$ cat config.mk
export PLATFORM = sky130hd
export DESIGN_NAME = cfir_ctrl
export DESIGN_NICKNAME = d
export VERILOG_FILES = /design/src/rtl/core/cfir_pkg.sv /design/src/rtl/core/cfir_ctrl.sv
export SDC_FILE = /design/constraint.sdc
export NUM_CORES = 1
export LEC_CHECK = 0
export BUFFER_PORTS_ARGS = -buffer_cell sky130_fd_sc_hd__buf_4
export CAP_MARGIN = 30
export CORE_MARGIN = 3
export CORE_UTILIZATION = 45
export DETAILED_ROUTE_END_ITERATION = 8
export PLACE_DENSITY = 0.83
export SETUP_SLACK_MARGIN = 0.15
export SLEW_MARGIN = 20
export SYNTH_ARGS = -nofsm -noshare
export SYNTH_HDL_FRONTEND = slang
export SYNTH_SLANG_ARGS = --single-unit
$ cat constraint.sdc
create_clock -name clk -period 2.8 [get_ports clk]
set_input_delay 0.14 -clock clk [delete_from_list [all_inputs] [get_ports clk]]
set_output_delay 0.14 -clock clk [all_outputs]
set_load 0.005 [all_outputs]
$ cat src/rtl/core/cfir_pkg.sv
// Shared types and constants of the strided-tap complex FIR filter.
// Used by the register file, controller, datapath and top level; depends on nothing.
package cfir_pkg;

	// Store geometry
	localparam int MAX_TAPS = 64;
	localparam int TAP_AW   = $clog2(MAX_TAPS);
	localparam int CNT_W    = TAP_AW + 1;

	// Field widths
	localparam int SMP_W  = 16;
	localparam int PAIR_W = 2 * SMP_W;
	localparam int PROD_W = 2 * SMP_W;
	localparam int ACC_W  = 40;

	// Register indexes on the configuration port
	localparam logic [1:0] REG_TAP_COUNT  = 2'd0;
	localparam logic [1:0] REG_TAP_STRIDE = 2'd1;
	localparam logic [1:0] REG_FIRST_TAP  = 2'd2;
	localparam logic [1:0] REG_COMPLEX    = 2'd3;

	// Register reset values
	localparam logic [6:0] RST_TAP_COUNT  = 7'd16;
	localparam logic [6:0] RST_TAP_STRIDE = 7'd1;
	localparam logic [5:0] RST_FIRST_TAP  = 6'd0;
	localparam logic       RST_COMPLEX    = 1'b1;

	// Item kinds carried on tuser
	localparam logic OP_SAMPLE = 1'b0;
	localparam logic OP_LOAD   = 1'b1;

	typedef struct packed {
		logic [6:0] tap_count;
		logic [6:0] tap_stride;
		logic [5:0] first_tap;
		logic       complex_taps;
	} cfir_cfg_t;

	typedef struct packed {
		logic signed [SMP_W-1:0] sample_re;
		logic signed [SMP_W-1:0] sample_im;
		logic [5:0]              tap_index;
		logic signed [SMP_W-1:0] tap_re;
		logic signed [SMP_W-1:0] tap_im;
	} cfir_in_t;

	// Controller to datapath
	typedef struct packed {
		logic              push;     // write sample into delay line, clear accumulator
		logic              load;     // write one tap
		logic              issue;    // read one term into the MAC pipeline
		logic [TAP_AW-1:0] tap_idx;  // tap k
		logic [TAP_AW-1:0] age;      // sample age n-1-k, n = tap_count capped at MAX_TAPS
		logic              publish;  // move accumulator into the output register
	} cfir_cmd_t;

	// Datapath to controller
	typedef struct packed {
		logic busy;      // MAC pipeline holds terms
		logic out_free;  // output register can take a result this cycle
	} cfir_sts_t;

endpackage

$ cat src/rtl/core/cfir_ctrl.sv
// Controller of the complex FIR filter: accepts items and walks the selected taps.
// Depends on cfir_pkg; drives the datapath by cfir_cmd_t and reads cfir_sts_t.
module cfir_ctrl (
	input  logic                clk,
	input  logic                arst_n,
	input  logic                in_valid,
	input  logic                in_op,
	output logic                in_ready,
	input  cfir_pkg::cfir_cfg_t cfg,
	input  cfir_pkg::cfir_sts_t sts,
	output cfir_pkg::cfir_cmd_t cmd
);
	import cfir_pkg::*;

	localparam logic [1:0] ST_IDLE  = 2'd0;
	localparam logic [1:0] ST_RUN   = 2'd1;
	localparam logic [1:0] ST_DRAIN = 2'd2;

	logic [1:0]        state_q;
	logic [TAP_AW-1:0] k_q;
	logic [CNT_W-1:0]  n_w;
	logic [CNT_W-1:0]  stride_w;
	logic [CNT_W:0]    k_next_w;
	logic [CNT_W-1:0]  age_w;
	logic              accept_w;
	logic              push_w;

	// Effective tap count and stride
	assign n_w      = (cfg.tap_count > CNT_W'(MAX_TAPS)) ? CNT_W'(MAX_TAPS) : cfg.tap_count;
	assign stride_w = (cfg.tap_stride == '0) ? CNT_W'(1) : cfg.tap_stride;
	assign k_next_w = {2'b00, k_q} + {1'b0, stride_w};
	assign age_w    = n_w - CNT_W'(1) - {1'b0, k_q};

	assign in_ready = (state_q == ST_IDLE);
	assign accept_w = in_valid & in_ready;
	assign push_w   = accept_w & (in_op == OP_SAMPLE);

	// Commands
	always_comb begin
		cmd.push    = push_w;
		cmd.load    = accept_w & (in_op == OP_LOAD);
		cmd.issue   = (state_q == ST_RUN);
		cmd.tap_idx = k_q;
		cmd.age     = age_w[TAP_AW-1:0];
		cmd.publish = (state_q == ST_DRAIN) & ~sts.busy & sts.out_free;
	end

	// Sequencer
	always_ff @(posedge clk or negedge arst_n) begin
		if (!arst_n) begin
			state_q <= ST_IDLE;
			k_q     <= '0;
		end else begin
			case (state_q)
				ST_IDLE: begin
					if (push_w) begin
						k_q <= cfg.first_tap;
						if ({1'b0, cfg.first_tap} < n_w) begin
							state_q <= ST_RUN;
						end else begin
							state_q <= ST_DRAIN;
						end
					end
				end
				ST_RUN: begin
					if (k_next_w >= {1'b0, n_w}) begin
						state_q <= ST_DRAIN;
					end else begin
						k_q <= k_next_w[TAP_AW-1:0];
					end
				end
				ST_DRAIN: begin
					if (cmd.publish) begin
						state_q <= ST_IDLE;
					end
				end
				default: state_q <= ST_IDLE;
			endcase
		end
	end

	// Tap walk never leaves the taps in use
	assert property (@(posedge clk) disable iff (!arst_n)
		(state_q == ST_RUN) |-> ({1'b0, k_q} < n_w))
		else $error("tap index beyond tap count while walking");

	// An accepted sample item always starts a filter pass (RUN or DRAIN)
	assert property (@(posedge clk) disable iff (!arst_n)
		push_w |=> (state_q == ST_RUN || state_q == ST_DRAIN))
		else $error("sample accepted without starting a filter pass");

endmodule

==> impl_metrics.yaml <==
global_route:
  grt_overflow: 0
  grt_usage: 0.203
  grt_pass1_vias: 1282
  antenna_found_initial: 0
  grt_pass1_wl_um: 5310
  grt_start_max_net_pins: 10
power_and_ir_drop:
  leakage_nw: 0.929
  finalPower_w: 0.00168
  power_density_nw_per_um2: 984
  ir_drop_mv: 0.520
timing:
  whs_ns: 0.200
  finalSetupTns_ns: -0.577
  min_period_over_period: 1.04
  final_hold_viol_count: 0
  timing.final.crit_period_ns: 2.92
  setup_ws_ns: -0.115
  fmax_ghz: 0.343
  rsz0062_at_grt: "yes"
  maxSlewViolCount: 0
  setup_viol: 7
  worstMarginPinSlew_ns: 0.395
  finClkSkew_ns: 0.00166
  slew_headroom: 0.730
clocking:
  clock-sinks: 8
  cts_tree: "built"
  path_clk_slew_ns: 0.05
  insertion_delay_ns: 0.26
  cts_made_buffers: 3
  cts_root_buf: "clkbuf_4"
  cts_max_level: 1
  clockBufferDepth: 2
setup_path:
  worstPathRequired_ns: 2.97
  setup.worst_path.end_class: "register"
  worst_path_most_repeated_cell: "a21oi_2"
  start_kind: "register"
  worstPathArrival_ns: 3.09
  timing.rr.start: "k_q[0]$_DFFE_PN0P_"
  cp_cell_sequence: "ha_2, fa_2, a21o_1, a21oi_2, o21bai_1, a21oi_2, xnor2_1, ha_1, a22o_1, nor3_4, o211ai_4, o21ai_4, mux2i_1"
  timing.rr.end: "k_q[2]$_DFFE_PN0P_"
  worstRegToRegCells: 13
  crit_path_top_delay_cell: "dfrtp_1"
  crit_buf_inv: 0
  crit_type: "reg -> reg"
  critPathMaxFanout: 6
  rrSetupSlack_ns: -0.12
  critPathTopFamily: "compound AO/OA/AOI/OAI gates"
  max_stage_delay_ns: 0.38
logic_synthesis:
  synth-main-ff-cell: "dfrtp_1"
  syn_area_um2: 1240
  synth_edf_count: 0
  synth-seq-area-share: 0.162
  syn_nets: 188
  synth_top_area_cell: "ha_1"
  synth_cell_types: 36
  syn_area_per_cell_um2: 9.10
  ys_ff_latch: 8
  synth_common_cells: "23 x ha_1, 15 x inv_1, 11 x mux2i_1"
  yosys_warnings: 0
  synth-async-reset-ratio: 1.00
  syn_inst: 136
  synth.most_common_cell: "ha_1"
  synth.top_cell.area_share: 0.233
  synthTopCellsByArea: "ha_1 23%, dfrtp_1 16%, mux2i_1 8.9%"
route:
  firstDrtPassIters: 4
  drc: 0
  num_vias: 1211
  ant_nets: 0
  wl_um: 3250
  vias_per_cell: 5.48
  wl_per_cell_um: 14.7
  dr.first_iter.drc_count: 22
floorplan:
  io_pins: 44
  die_w_um: 58.4
  die_h_um: 58.4
  dieArea_um2: 3420
  rows: 18
  fp.coreArea_um2: 2540
  initial_core_util: 0.486
layout:
  post-route-util: 0.669
  fin_nets: 245
  layout-drive-gt1-share: 0.366
  n_antenna_cell: 0
  stdcell_count: 221
  area_delta_synth_final_pct: 37.6
flow_run:
  drv_cap: 0
place:
  placed_cells: 213
  io_buffers: 42
  dp_hpwl_um: 2820
  place_congestion: 0.803
status:
  violations: "negative setup slack"
  status: "finished, violations left"
min_path:
  hold_end: "k_q[0]$_DFFE_PN0P_"
  min_path_type: "in -> reg"
  worstHoldStart: "cfg[1]"
  holdPathStages: 3
[registers in the layout (all words and copies together), names as in the netlist]
| register | cells |
|---|---|
| k_q | 6 |
| state_q | 2 |
[worst reg2reg max path: cells and delay by family (launching register included)]
kind,cells,cell delay (ns)
compound gates,7,1.07
flops,1,0.38
fa+ha+maj,3,0.84
mux,1,0.25
simple gates,1,0.15
xor+xnor,1,0.15
[worst max path at each step]
stage,from,slack (ns),end,cells past startpoint
after floorplan,k_q[0]$_DFFE_PN0P_,0.06,k_q[0]$_DFFE_PN0P_,13
after global placement,cfg[8],-0.07,k_q[1]$_DFFE_PN0P_,16
after detailed placement,cfg[8],-0.18,k_q[1]$_DFFE_PN0P_,16
after CTS,k_q[0]$_DFFE_PN0P_,-0.11,k_q[1]$_DFFE_PN0P_,13
after global routing,k_q[0]$_DFFE_PN0P_,-0.27,k_q[1]$_DFFE_PN0P_,13
final,k_q[0]$_DFFE_PN0P_,-0.12,k_q[2]$_DFFE_PN0P_,13
[power by group]
part	leakage (nW)	switching [W]	total, W	internal (W)
Clock	0.0138	0.0000400	0.0000891	0.0000491
Sequential	0.0948	0.0000680	0.000243	0.000175
Combinational	0.821	0.000661	0.00134	0.000683
Total	0.929	0.000769	0.00168	0.000907
[per-stage QoR]
step                      instance area, um^2  setup slack (ns)
after floorplan                          1250            0.0629
after global placement                   1640           -0.0663
after detailed placement                 1640            -0.182
after CTS                                1680            -0.114
after global routing                     1700            -0.266
final                                    1700            -0.115
[routing by layer]
metal | vias to the layer above | part of all wire | global-route usage
met3 | 9 | 0.055 | 0.0132
met4 | 0 | 0.031 | 0.109
li1 | 600 | - | -
met5 | - | 0 | 0
met2 | 41 | 0.50 | 0.376
met1 | 561 | 0.41 | 0.229
[kinds of logic after synthesis]
group,after synthesis,synth area share
AO/OA/AOI/OAI,38,0.228
adder cells (fa/ha/maj),25,0.265
AND/OR/NAND/NOR,24,0.110
buffers and inverters,20,0.0758
multiplexers,11,0.0890
XOR/XNOR,10,0.0708
flip-flops,8,0.162
[area by class of cell]
class | instances | area, um^2
multi-input cells | 108 | 956
fillers | 214 | 842
repair buffers | 57 | 430
flip-flops and latches | 8 | 200
inverters | 15 | 56.3
well taps | 30 | 37.5
clock buffers | 3 | 22.5
[cell usage in the layout, fill, tap and decap left out, drive strengths merged]
| master | n |
|---|---|
| nor2 | 6 |
| nor2b | 3 |
| inv | 15 |
| xnor2 | 7 |
| ha | 23 |
| o211ai | 1 |
| o2111ai | 2 |
| xor2 | 3 |
| a22o | 1 |
| a21oi | 10 |
| a211o | 1 |
| a21o | 7 |
| nand2b | 1 |
| clkbuf | 3 |
| o21ai | 6 |
| nand2 | 8 |
| fa | 2 |
| and3 | 1 |
| nand3 | 1 |
| a31oi | 1 |
| a2111oi | 1 |
| nor3 | 1 |
| o21bai | 4 |
| a211oi | 2 |
| dlygate4sd3 | 1 |
| mux2i | 11 |
| nor4 | 1 |
| a21boi | 1 |
| dfrtp | 8 |
| buf | 56 |
| a22oi | 1 |
| nor3b | 1 |
| and3b | 1 |
[repair_timing]
item	4_1_cts	5_1_grt
resized for setup	0	1
hold buffers	1	0
pin swaps	1	0
setup buffers	2	2
hold endpoints to repair	8	0
endpoints found under the setup margin	7	8
Power figures use the tool's default switching activity.
