$ cat src/rtl/core/cfir_pkg.sv
// Shared types and constants of the strided-tap complex FIR filter.
// Used by the register file, controller, datapath and top level; depends on nothing.
package cfir_pkg;

	// Store geometry
	localparam int MAX_TAPS = 64;
	localparam int TAP_AW   = $clog2(MAX_TAPS);
	localparam int CNT_W    = TAP_AW + 1;

	// Field widths
	localparam int SMP_W  = 16;
	localparam int PAIR_W = 2 * SMP_W;
	localparam int PROD_W = 2 * SMP_W;
	localparam int ACC_W  = 40;

	// Register indexes on the configuration port
	localparam logic [1:0] REG_TAP_COUNT  = 2'd0;
	localparam logic [1:0] REG_TAP_STRIDE = 2'd1;
	localparam logic [1:0] REG_FIRST_TAP  = 2'd2;
	localparam logic [1:0] REG_COMPLEX    = 2'd3;

	// Register reset values
	localparam logic [6:0] RST_TAP_COUNT  = 7'd16;
	localparam logic [6:0] RST_TAP_STRIDE = 7'd1;
	localparam logic [5:0] RST_FIRST_TAP  = 6'd0;
	localparam logic       RST_COMPLEX    = 1'b1;

	// Item kinds carried on tuser
	localparam logic OP_SAMPLE = 1'b0;
	localparam logic OP_LOAD   = 1'b1;

	typedef struct packed {
		logic [6:0] tap_count;
		logic [6:0] tap_stride;
		logic [5:0] first_tap;
		logic       complex_taps;
	} cfir_cfg_t;

	typedef struct packed {
		logic signed [SMP_W-1:0] sample_re;
		logic signed [SMP_W-1:0] sample_im;
		logic [5:0]              tap_index;
		logic signed [SMP_W-1:0] tap_re;
		logic signed [SMP_W-1:0] tap_im;
	} cfir_in_t;

	// Controller to datapath
	typedef struct packed {
		logic              push;     // write sample into delay line, clear accumulator
		logic              load;     // write one tap
		logic              issue;    // read one term into the MAC pipeline
		logic [TAP_AW-1:0] tap_idx;  // tap k
		logic [TAP_AW-1:0] age;      // sample age n-1-k, n = tap_count capped at MAX_TAPS
		logic              publish;  // move accumulator into the output register
	} cfir_cmd_t;

	// Datapath to controller
	typedef struct packed {
		logic busy;      // MAC pipeline holds terms
		logic out_free;  // output register can take a result this cycle
	} cfir_sts_t;

endpackage

$ cat src/rtl/core/cfir_regs.sv
// APB-style configuration registers of the complex FIR filter.
// Depends on cfir_pkg for register indexes, reset values and the config struct.
module cfir_regs (
	input  logic               clk,
	input  logic               arst_n,
	input  logic               psel,
	input  logic               penable,
	input  logic               pwrite,
	input  logic [3:0]         paddr,
	input  logic [31:0]        pwdata,
	output logic [31:0]        prdata,
	output logic               pready,
	output cfir_pkg::cfir_cfg_t cfg
);
	import cfir_pkg::*;

	cfir_cfg_t cfg_q;
	logic      wr_en;

	assign pready = 1'b1;
	assign wr_en  = psel & penable & pwrite & pready;
	assign cfg    = cfg_q;

	// Register writes
	always_ff @(posedge clk or negedge arst_n) begin
		if (!arst_n) begin
			cfg_q.tap_count    <= RST_TAP_COUNT;
			cfg_q.tap_stride   <= RST_TAP_STRIDE;
			cfg_q.first_tap    <= RST_FIRST_TAP;
			cfg_q.complex_taps <= RST_COMPLEX;
		end else if (wr_en) begin
			case (paddr[3:2])
				REG_TAP_COUNT:  cfg_q.tap_count    <= pwdata[6:0];
				REG_TAP_STRIDE: cfg_q.tap_stride   <= pwdata[6:0];
				REG_FIRST_TAP:  cfg_q.first_tap    <= pwdata[5:0];
				REG_COMPLEX:    cfg_q.complex_taps <= pwdata[0];
				default: ;
			endcase
		end
	end

	// Read mux
	always_comb begin
		case (paddr[3:2])
			REG_TAP_COUNT:  prdata = {25'd0, cfg_q.tap_count};
			REG_TAP_STRIDE: prdata = {25'd0, cfg_q.tap_stride};
			REG_FIRST_TAP:  prdata = {26'd0, cfg_q.first_tap};
			REG_COMPLEX:    prdata = {31'd0, cfg_q.complex_taps};
			default:        prdata = 32'd0;
		endcase
	end

endmodule

$ cat config.mk
export PLATFORM = sky130hd
export DESIGN_NAME = cfir_regs
export DESIGN_NICKNAME = d
export VERILOG_FILES = /design/src/rtl/core/cfir_pkg.sv /design/src/rtl/core/cfir_regs.sv
export SDC_FILE = /design/constraint.sdc
export NUM_CORES = 1
export LEC_CHECK = 0
export BUFFER_PORTS_ARGS = -buffer_cell sky130_fd_sc_hd__buf_2
export CORE_ASPECT_RATIO = 1.2
export CORE_MARGIN = 4
export CORE_UTILIZATION = 42
export CTS_BUF_LIST = sky130_fd_sc_hd__clkbuf_16
export CTS_CLUSTER_DIAMETER = 200
export CTS_CLUSTER_SIZE = 10
export DETAILED_ROUTE_END_ITERATION = 16
export PLACE_DENSITY_LB_ADDON = 0.1
export SLEW_MARGIN = 15
export SYNTH_ARGS = -nofsm -noshare
export SYNTH_HDL_FRONTEND = slang
export SYNTH_SLANG_ARGS = --single-unit
$ cat constraint.sdc
create_clock -name clk -period 2.3 [get_ports clk]
set_clock_uncertainty 0.1 [all_clocks]
set_input_delay 0.23 -clock clk [delete_from_list [all_inputs] [get_ports clk]]
set_output_delay 0.23 -clock clk [all_outputs]
set_load 0.01 [all_outputs]
==> tab_implementation.tex <==
\begin{tabular}{lr}
\hline
Metric & Value \\
\hline
\multicolumn{2}{l}{\textbf{Run status}} \\
\quad Status & complete, no violations \\
\multicolumn{2}{l}{\textbf{Final layout}} \\
\quad Utilization after layout & 0.511 \\
\quad Layout cell share with drive strength beyond 1 & 0.532 \\
\quad Antenna Diode Count & 0 \\
\quad Area growth from synthesis to final layout & 17.7\% \\
\quad Net count of the finished layout & 183 \\
\quad Flip-flop count of the largest register, all copies and words added & 21 \\
\multicolumn{2}{l}{\textbf{Worst setup path}} \\
\quad Startpoint of the most critical register-to-register path & cfg[19] \\
\quad RR Endpoint & cfg[19] \\
\quad Cell-by-cell listing of the critical path & mux4\_2 > buf\_2 \\
\quad Worst setup SP type & register \\
\quad Number of cells on the worst reg-to-reg path & 1 \\
\quad Critical path peak fanout & 3 \\
\quad Arrival time at the worst endpoint & 1.25 ns \\
\quad Cell with the biggest individual delay on the critical path & mux4\_2 \\
\quad R2r setup slk & 1.42 ns \\
\quad Data required, critical path & 1.97 ns \\
\quad CP peak stage delay & 0.46 ns \\
\quad Category of the worst setup path capture point & output pin \\
\quad Critical path class & register to output pin \\
\multicolumn{2}{l}{\textbf{Power and ir drop}} \\
\quad Power density over cell area & 878 nW/µm² \\
\quad Internal power & 0.883 mW \\
\quad Maximum ir drop on the vdd rail & 0.533 mV \\
\quad Sequential share of power & 0.425 \\
\quad Net load switching power & 0.367 mW \\
\quad Power share of the clock group & 0.288 \\
\quad Net switching share of the total power & 0.293 \\
\quad Part of the total power dissipated in combinational logic & 0.287 \\
\quad Leakage power & 0.754 nW \\
\multicolumn{2}{l}{\textbf{Clock tree}} \\
\quad Number of hold-repair buffers added at the cts stage & 1 \\
\quad Post-CTS Setup Bufs & 0 \\
\quad TritonCTS clock tree & built \\
\quad Clock transition at the registers of the reported paths & 0.05 ns \\
\quad Number of H-tree levels & 1 \\
\quad CTS Root Cell & clkbuf\_16 \\
\quad CTS Buf Count & 3 \\
\quad Number of cells upsized or downsized after cts & 0 \\
\quad CTS max path bufs & 2 \\
\quad Sinks on the clock net & 21 \\
\quad Clock latency at the later pin of the worst-skew pair & 0.25 ns \\
\multicolumn{2}{l}{\textbf{Logic synthesis}} \\
\quad Synthesized area per cell & 12.3 µm² \\
\quad Area fraction of the dominant cell type after synthesis & 0.372 \\
\quad Main combinational cell family by area after synthesis & multiplexers \\
\quad Count of flip-flops with a built-in enable after synthesis & 0 \\
\quad Post-synthesis share of cell area spent on full adders, half adders and majority gates & 0 \\
\quad XOR/XNOR Fraction of Synth Area & 0 \\
\quad Post-synthesis cell count & 98 \\
\quad Simple logic cell fraction of the synthesized area & 0.0641 \\
\quad Total number of yosys warnings & 0 \\
\quad Seq cells post-synth & 21 \\
\quad Most used standard cells in the synthesized netlist & buf\_4, dfrtp\_1, mux2\_2 \\
\quad Share of synthesized area spent on multiplexers & 0.282 \\
\quad Sequential area share after synthesis & 0.437 \\
\quad Count of cell types in the netlist & 17 \\
\quad Top\_reg\_cell synth & dfrtp\_1 \\
\quad Combined area of all synthesized cells & 1210 µm² \\
\quad Most used standard cell by instance count after synthesis & buf\_4 \\
\quad Proportion of synthesized flip-flops having asynchronous set or reset & 1.00 \\
\quad Largest area contributor in the synthesized netlist & dfrtp\_1 \\
\quad Largest cells by area after synthesis & dfrtp\_1, buf\_4, mux2\_2, mux2\_4, dfstp\_2 \\
\quad Compound-cell area share of the yosys netlist & 0.0207 \\
\multicolumn{2}{l}{\textbf{Detailed routing}} \\
\quad Avg WL per Cell & 13.7 µm \\
\quad DR pass1 iterations & 4 \\
\quad Number of DRC violations after detailed-routing iteration 0 & 14 \\
\quad DRC violation count after routing & 0 \\
\quad DR vias/cell & 4.52 \\
\quad ANT nets after route & 0 \\
\quad Vias post-DR & 791 \\
\quad Total Wirelength & 2390 µm \\
\multicolumn{2}{l}{\textbf{Global routing}} \\
\quad Global routing usage summed across all routing layers & 0.129 \\
\quad Number of global-route vias before repair & 744 \\
\quad Overflow left after global routing & 0 \\
\quad Pin count of the biggest net entering global routing & 22 \\
\quad Number of antenna violations at the first check in global routing & 0 \\
\quad First-pass GRT wire length & 3750 µm \\
\multicolumn{2}{l}{\textbf{Timing}} \\
\quad Portion of the clock cycle consumed by the worst path in the final layout & 0.689 \\
\quad Final sum of negative setup slack & 0 ns \\
\quad Max Clk Rate & 631 MHz \\
\quad Final hold viol count & 0 \\
\quad Minimum period implied by the final worst setup slack & 1.58 ns \\
\quad Count of endpoints failing setup in the final report & 0 \\
\quad RSZ-0062 raised after global routing & false \\
\quad Count of pins over their slew limit & 0 \\
\multicolumn{2}{l}{\textbf{Placed design}} \\
\quad GPL Wtd Cong & 0.707 \\
\quad DP Wirelength & 1830 µm \\
\quad \# port buffers & 41 \\
\multicolumn{2}{l}{\textbf{Die}} \\
\quad Starting Density & 0.434 \\
\quad Count of boundary I/O pins & 95 \\
\quad Die X & 57.0 µm \\
\quad Die Y & 66.8 µm \\
\quad Core footprint & 2790 µm² \\
\quad Die area & 3810 µm² \\
\quad Row cnt & 21 \\
\multicolumn{2}{l}{\textbf{Min path}} \\
\quad Worst min-delay path class & input pin to register \\
\quad Hold Startpoint & pwdata[6] \\
\quad Sink of the worst hold path & cfg[20] \\
\quad Depth of the worst hold-timing path & 2 \\
\multicolumn{2}{l}{\textbf{Job}} \\
\quad Max Cap Viol & 0 \\
\hline
\end{tabular}
## area by class of cell
class	instances	area, µm²
Fill cell	271	1360
Multi-Input combinational cell	72	542
Sequential cell	21	529
Timing Repair Buffer	44	230
Clock buffer	3	75.1
Tap cell	34	42.5
Clock inverter	1	5.00
## power groups by stage
stage          Clock [mW]  Combinational (mW)  Sequential [mW]
6_report            0.360               0.358            0.532
5_1_grt             0.391               0.394            0.548
4_1_cts             0.366               0.364            0.532
3_5_place_dp            0               0.363            0.536
3_3_place_gp            0               0.360            0.531
2_1_floorplan           0               0.204            0.570
## cells by family after synthesis
logic type	Yosys count
AOI/OAI and AO/OA	5
buffers and inverters	29
DFF	21
muxes	28
other	2
and+or+nand+nor	13
## how the worst max path moves through the flow
| stage | startpoint | endpoint | cells after the start |
|---|---|---|---|
| 6_report | cfg[1] | prdata[0] | 2 |
| 5_1_grt | paddr[3] | prdata[1] | 5 |
| 4_1_cts | cfg[1] | prdata[0] | 2 |
| 3_5_place_dp | paddr[2] | cfg[10] | 4 |
| 3_3_place_gp | paddr[2] | cfg[10] | 4 |
| 2_1_floorplan | pwrite | cfg[1] | 4 |
## through the flow
| step | hold WS (ns) | std cells | power, mW | setup slack (ns) | instance area [µm²] |
|---|---|---|---|---|---|
| floorplan | -0.166 | 122 | 0.774 | 0.954 | 1300 |
| global placement | 0.110 | 170 | 0.891 | 0.567 | 1330 |
| detailed placement | 0.109 | 170 | 0.899 | 0.571 | 1330 |
| global route | 0.125 | 175 | 1.33 | 0.610 | 1420 |
| CTS | 0.119 | 175 | 1.26 | 0.709 | 1420 |
| finish | 0.123 | 175 | 1.25 | 0.716 | 1420 |
## metal layers
metal | wire (µm) | part of all wire | up-vias | global-route usage
li1 | - | - | 366 | -
met1 | 980 | 0.41 | 381 | 0.161
met2 | 1170 | 0.49 | 42 | 0.219
met3 | 234 | 0.098 | 2 | 0.0310
met4 | 13 | 0.0054 | 0 | 0.0435
met5 | 0 | 0 | - | 0
## cells in the final DEF, fill, tap and decap left out, drive strengths merged, types with 2 or more instances in the layout
| cell type | instances |
|---|---|
| buf | 43 |
| conb | 26 |
| mux2 | 21 |
| dfrtp | 18 |
| mux2i | 6 |
| nand2 | 6 |
| o21ai | 5 |
| dfstp | 3 |
| clkbuf | 3 |
| nor2 | 2 |
## critical path: cells and delay by family, from the launching register on
| kind | cells | cell delay, ns |
|---|---|---|
| mux | 1 | 0.46 |
| buf+inv | 1 | 0.15 |
| flops | 1 | 0.40 |
No activity file was read; power rests on OpenSTA's default activity.
